===== src/design/qsc_pkg.sv =====
// ---------------------------------------------------------------------------
// qsc_pkg
// Shared types, constants and tables of the quantized sine/cosine table.
// ---------------------------------------------------------------------------
package qsc_pkg;

  localparam int DEF_INDEX_BITS         = 16;
  localparam int DEF_MAX_AMPLITUDE_BITS = 24;
  localparam int DEF_CORDIC_STAGES      = 28;

  localparam int PHASE_W  = 32;
  localparam int FRAC_W   = 30;
  localparam int CORDIC_W = 34;
  localparam int MAG_W    = 32;
  localparam int OUT_W    = 24;
  localparam int COUNT_W  = 16;
  localparam int AMP_W    = 5;
  localparam int ADDR_W   = 3;

  localparam logic [ADDR_W-1:0]  REG_SAMPLE_COUNT   = 3'd0;
  localparam logic [ADDR_W-1:0]  REG_AMPLITUDE_BITS = 3'd4;
  localparam logic [COUNT_W-1:0] SAMPLE_COUNT_RST   = 16'd256;
  localparam logic [AMP_W-1:0]   AMPLITUDE_BITS_RST = 5'd16;

  localparam logic [31:0] CORDIC_GAIN_Q30 = 32'd652032874;

  // atan(2^-k), 2^32 units per turn
  localparam logic [31:0] ATAN_TAB [32] = '{
    32'h20000000, 32'h12E4051E, 32'h09FB385B, 32'h051111D4,
    32'h028B0D43, 32'h0145D7E1, 32'h00A2F61E, 32'h00517C55,
    32'h0028BE53, 32'h00145F2F, 32'h000A2F98, 32'h000517CC,
    32'h00028BE6, 32'h000145F3, 32'h0000A2FA, 32'h0000517D,
    32'h000028BE, 32'h0000145F, 32'h00000A30, 32'h00000518,
    32'h0000028C, 32'h00000146, 32'h000000A3, 32'h00000051,
    32'h00000029, 32'h00000014, 32'h0000000A, 32'h00000005,
    32'h00000003, 32'h00000001, 32'h00000001, 32'h00000000
  };

  typedef struct packed {
    logic valid;
    logic err;
  } qsc_tag_t;

endpackage


===== src/design/qsc_phase_div.sv =====
// ---------------------------------------------------------------------------
// qsc_phase_div
// Pipelined restoring divider: phase = round(index * 2^32 / count),
// one quotient bit per stage.
// ---------------------------------------------------------------------------
module qsc_phase_div import qsc_pkg::*; #(
  parameter int INDEX_BITS = DEF_INDEX_BITS
) (
  input  logic                  clk,
  input  logic                  rst,
  input  logic                  en,
  input  qsc_tag_t              in_tag,
  input  logic [INDEX_BITS-1:0] idx,
  input  logic [INDEX_BITS-1:0] n,
  output qsc_tag_t              out_tag,
  output logic [PHASE_W-1:0]    phase
);

  logic [PHASE_W-1:0]    half;
  qsc_tag_t              tag [PHASE_W+1];
  logic [INDEX_BITS-1:0] rem [PHASE_W+1];
  logic [PHASE_W-1:0]    quo [PHASE_W+1];

  assign half   = PHASE_W'(n >> 1);
  assign tag[0] = in_tag;
  assign rem[0] = idx;
  assign quo[0] = '0;

  for (genvar j = 0; j < PHASE_W; j++) begin : g_stage
    logic [INDEX_BITS:0]   trial;
    logic                  ge;
    logic [INDEX_BITS-1:0] rem_next;

    always_comb begin
      trial    = {rem[j], half[PHASE_W-1-j]};
      ge       = trial >= {1'b0, n};
      rem_next = ge ? INDEX_BITS'(trial - {1'b0, n}) : INDEX_BITS'(trial);
    end

    always_ff @(posedge clk) begin
      if (rst) begin
        tag[j+1] <= '0;
      end else if (en) begin
        tag[j+1] <= tag[j];
      end
      if (en) begin
        rem[j+1] <= rem_next;
        quo[j+1] <= {quo[j][PHASE_W-2:0], ge};
      end
    end
  end

  assign out_tag = tag[PHASE_W];
  assign phase   = quo[PHASE_W];

endmodule


===== config.mk =====
export PLATFORM = sky130hd
export DESIGN_NAME = qsc_phase_div
export DESIGN_NICKNAME = d
export VERILOG_FILES = /design/src/design/qsc_pkg.sv /design/src/design/qsc_phase_div.sv
export SDC_FILE = /design/constraint.sdc
export NUM_CORES = 2
export LEC_CHECK = 0
export ABC_CLOCK_PERIOD_IN_PS = 9200
export BUFFER_PORTS_ARGS = -buffer_cell sky130_fd_sc_hd__buf_2
export CAP_MARGIN = 20
export CORE_MARGIN = 8
export CORE_UTILIZATION = 29
export CTS_CLUSTER_SIZE = 8
export DETAILED_ROUTE_END_ITERATION = 7
export GPL_TIMING_DRIVEN = 0
export HOLD_SLACK_MARGIN = 0.05
export SLEW_MARGIN = 10
export SYNTH_ARGS = -nofsm -noshare
export SYNTH_HDL_FRONTEND = slang
export SYNTH_SLANG_ARGS = --single-unit

===== constraint.sdc =====
create_clock -name clk -period 9.2 [get_ports clk]
set_input_delay 0.46 -clock clk [delete_from_list [all_inputs] [get_ports clk]]
set_output_delay 0.46 -clock clk [all_outputs]
set_load 0.05 [all_outputs]

; After elaboration in Yosys (flattened, before gate mapping)
; Cells that the tools add are included.
[totals]
regBits = 1088
latchBits = 0
ram_bits = 0
romBits = 0
output_inout_bits = 34
elab_cells = 238
mem_count = 0
[classes]
n_addsub = 31
n_mul = 0
n_div = 0
n_lt_le_gt_ge = 32
eq_ne = 0
shift = 0
muxes = 31
bitwise = 0
n_reduce_logical = 0
[ops]
columns = cell, count
row1 = >= comparator 17 x 16 -> 1 bit, 32
row2 = two-way mux 16 bit, 31
row3 = subtractor 16 bit, 31

; Logic depth before layout (Yosys ltp)
[depth]
word_depth = 2
mapped_depth = 13
depth_no_buf = 12

; Worst setup path after synthesis
; OpenSTA, ideal clock, no wires.
[synth_timing]
path_kind = input port to flip-flop
from = input n[6]
to = register rem, in the netlist g_stage[2].trial[11], data pin
setup_ns = 0.260
arrival_time_ns = 3.546
required_time_ns = 8.940
setup_slack_ns = 5.394
path_stages = 12
n_path_buf = 1
path_cell_list = inv_1 ha_1 a21oi_2 o21ai_0 or3_1 o211ai_1 nand2b_1 a21oi_2 a21oi_1 nor4_4 buf_6 mux2_2
[synth_via]
elab_chain_cells = 2
word_cells_on_any_way = 3
[synth_lines]
columns = item, line
row1 = from (decl), qsc_phase_div.sv:14  ; input logic [INDEX_BITS-1:0] n,
row2 = subtractor 16 bit / >= comparator 17 x 16 -> 1 bit (equally long branches), "qsc_phase_div.sv:37, qsc_phase_div.sv:36"
row3 = two-way mux 16 bit (*), qsc_phase_div.sv:37  ; rem_next = ge ? INDEX_BITS'(trial - {1'b0, n}) : INDEX_BITS'(trial);
row4 = named net g_stage[1].rem_next[10], qsc_phase_div.sv:32  ; logic [INDEX_BITS-1:0] rem_next;
row5 = "to (signal, indexed assignment)", qsc_phase_div.sv:47  ; rem[j+1] <= rem_next;
row6 = to (decl), qsc_phase_div.sv:21  ; logic [INDEX_BITS-1:0] rem [PHASE_W+1];
; Mark *: on every way through the listed nets, which the timed path passes. The rest lies on a longest branch.
; A chain may end at the register's enable or synchronous reset.

; Worst setup path after layout
[layout_timing]
from = input n[3]
to = register rem, in the netlist g_stage[14].trial[9], data pin
[layout_via]
elab_chain_cells = 2
word_cells_on_any_way = 3
[layout_lines]
columns = item, line
row1 = subtractor 16 bit / >= comparator 17 x 16 -> 1 bit (equally long branches), "qsc_phase_div.sv:37, qsc_phase_div.sv:36"
row2 = two-way mux 16 bit (*), qsc_phase_div.sv:37
row3 = named net g_stage[13].rem_next[8], qsc_phase_div.sv:32
; Marked as above.

==> flow_summary.ini <==
[pwr]
irDropWorstVdd_v = 0.000215
power.leakage_nw = 26.4
pwr_density_cell_mw_per_mm2 = 359

[timing]
fin_crit_sh_pct = 46.9
rsz0062_at_grt = no
fin_tns_setup_ns = 0
clock.fmax_mhz = 232
maxSlewHeadroom_pct = 38.0
hold_viol = 0
tightest_slew_ns = 0.906
slew_violations = 0
setup_viol_count_final = 0
min_period_ns = 4.32
final.setup_skew_ns = 0.0380

[clock_tree]
cts_inserted_buffers = 158
cts_tree = built
clk_pin_slew_ns = 0.05
postCtsSetupRepairBufs = 0
clock_path_buffers = 3
cts_htree_levels = 4
cts-root-buf = clkbuf_16
cts_sinks = 1088
clk_latency_ns = 0.79

[placement]
gp_congestion = 0.860
portBuffers = 69
dpl.cell_count = 7943
dp_hpwl_um = 89500

[floorplanning]
initial_core_util_pct = 29.1
dieWidth_um = 474
dieArea_mm2 = 0.224
die_h_um = 474
io_pins = 71
row_count = 168
core_area_mm2 = 0.209

[final_layout]
fillers = 20600
syn2layout_area_growth_pct = 15.0
drive_above_1_share_pct = 12.2
finish.net_count = 5903
layout.cells.non_filler = 8178

[synthesis]
synth_top_area_cell = edfxtp_1
netlist_top_cells_count = 1024 x edfxtp_1, 512 x ha_1, 415 x nor2_1
ys_types = 96
syn-cell-area_mm2 = 0.0607
synth_edf_count = 1024
synthArstFlopShare_pct = 0
syn_area_per_cell_um2 = 12.0
syn_inst = 5047
yosysMostFrequentCell = edfxtp_1
synth.top_cells.by_area = edfxtp_1 51%, ha_1 11%, mux2_2 4.3%
synth_nets = 5627
ys_seq_area_share_pct = 52.8
ys_seq_elements = 1088
synth_warnings = 0
synth_top_area_share_pct = 50.6
synth_ff_type = edfxtp_1

[outcome]
status = finished clean

[drt]
drt_iter0_drc = 2696
routed_wl_um = 135000
viasPerCell = 4.96
wl_per_cell_um = 16.5
vias = 40500
drt_first_pass_iters = 8
drc = 0
ant_nets = 0

[grt]
grt-ovfl-total = 0
grt_start_max_net_pins = 166
antenna_found_initial = 7
grt_pass1_vias = 40200
grtUsageTotal_pct = 11.7
grt_pass1_wl_um = 214000

[setup_path]
critPathCaptureType = register
crit_type = input pin to register
cp_max_fo = 18
arrival_ns = 4.79
critPathLaunchType = input pin
required_ns = 9.67

[run]
maxCapViolations = 0

[min_path]
hold_path.class = input pin to register
[placed cells by master, fill, tap and decap left out, types with 20 or more instances in the layout]
cell           synthesis  layout
a211oi_1              42      42
a21boi_0              20      20
a21o_1               120     120
a21oi_1              367     367
a31oi_1               37      37
and2_1                21      21
buf_2                 24      90
buf_4                 38      40
clkbuf_1              48      73
clkbuf_16              0     160
dfxtp_1               64      64
dlygate4sd3_1          0      25
edfxtp_1            1024    1024
fa_1                  31      31
ha_1                 512     512
inv_1                143     128
mux2_2               232     232
mux2i_1               91      91
nand2_1              286     286
nand2b_1              65      65
nand3_1               65      65
nand4_1               59      59
nor2_1               415     415
nor2b_1               89      89
nor3_1                99      99
nor4_1                22      22
o211ai_1              23      23
o21a_1                78      78
o21ai_0              310     310
o31a_1                21      21
o31ai_1               29      29
or3_1                 40      40
xnor2_1              214     214
xor2_1               124     124
[cells by family after synthesis]
| group | synth area share, % |
|---|---|
| mux | 5.97 |
| buf+inv | 2.00 |
| flops | 52.8 |
| simple gates | 9.75 |
| compound gates | 13.1 |
| xor+xnor | 4.88 |
| fa+ha+maj | 11.6 |
[power breakdown]
group	leakage, nW	switching [W]	internal, W
Sequential	10.5	0.000771	0.00764
Clock	2.14	0.00214	0.00313
Combinational	13.7	0.00618	0.00523
Total	26.4	0.00909	0.0160
[routing by layer]
layer | vias to the layer above | share of wire [%] | global-route usage [%]
met5 | - | 0.020 | 0
met2 | 958 | 45 | 18.8
li1 | 19700 | - | -
met3 | 306 | 5.4 | 2.47
met4 | 4 | 3.1 | 4.08
met1 | 19500 | 46 | 15.6
[final timing paths]
kind	slack, ns	cells past startpoint	to	start
hold / removal	0.13	1	phase[8]	en
hold reg to reg	0.40	0	quo[674]	quo[705]
setup reg to reg	5.46	10	g_stage[28].trial[1]	g_stage[27].trial[8]
setup / recovery	4.88	13	g_stage[14].trial[9]	n[3]
[worst max-delay path, cell delays in order]
cell           delay (ns)
dlygate4sd3_1        0.60
buf_2                0.16
inv_2                0.42
buf_12               0.27
ha_1                 0.31
o21ai_0              0.23
a21oi_1              0.11
o41ai_2              0.36
o21ai_1              0.21
o2111a_1             0.29
a2111oi_2            0.63
clkbuf_1             0.44
o21ai_0              0.24
[per-stage QoR]
stage | hold slack [ns] | power [W] | area (um^2) | utilization [%] | worst slack (ns)
2_1_floorplan | 0.400 | 0.0171 | 60700 | - | 5.39
3_3_place_gp | 0.401 | 0.0196 | 64600 | 30.9 | -9.47
3_5_place_dp | 0.405 | 0.0197 | 65200 | 31.2 | 4.30
4_1_cts | 0.0637 | 0.0253 | 69800 | 33.4 | 4.98
5_1_grt | 0.0887 | 0.0269 | 69800 | 33.4 | 4.64
6_report | 0.130 | 0.0251 | 69800 | 33.4 | 4.88
[area by class of cell]
| type | count | area, um^2 | share of cell area [%] |
|---|---|---|---|
| clock buffers | 186 | 4110 | 5.89 |
| repair buffers | 116 | 1170 | 1.67 |
| multi-input cells | 3694 | 27500 | 39.3 |
| diodes | 1 | 2.50 | 0.00358 |
| clock inverters | 23 | 307 | 0.439 |
| flip-flops and latches | 1088 | 32000 | 45.9 |
| plain buffers | 122 | 677 | 0.969 |
| inverters | 143 | 564 | 0.808 |
| well taps | 2805 | 3510 | 5.03 |
[state kept, by name, indices dropped and copies added (netlist names)]
register / count
tag: 62
g_stage.trial: 496
phase: 32
quo: 496
out_tag: 2
[timing repair]
item,CTS,global route
resized for setup,0,0
hold buffers,25,0
hold endpoints to repair,28,0
Power figures use the tool's default switching activity.
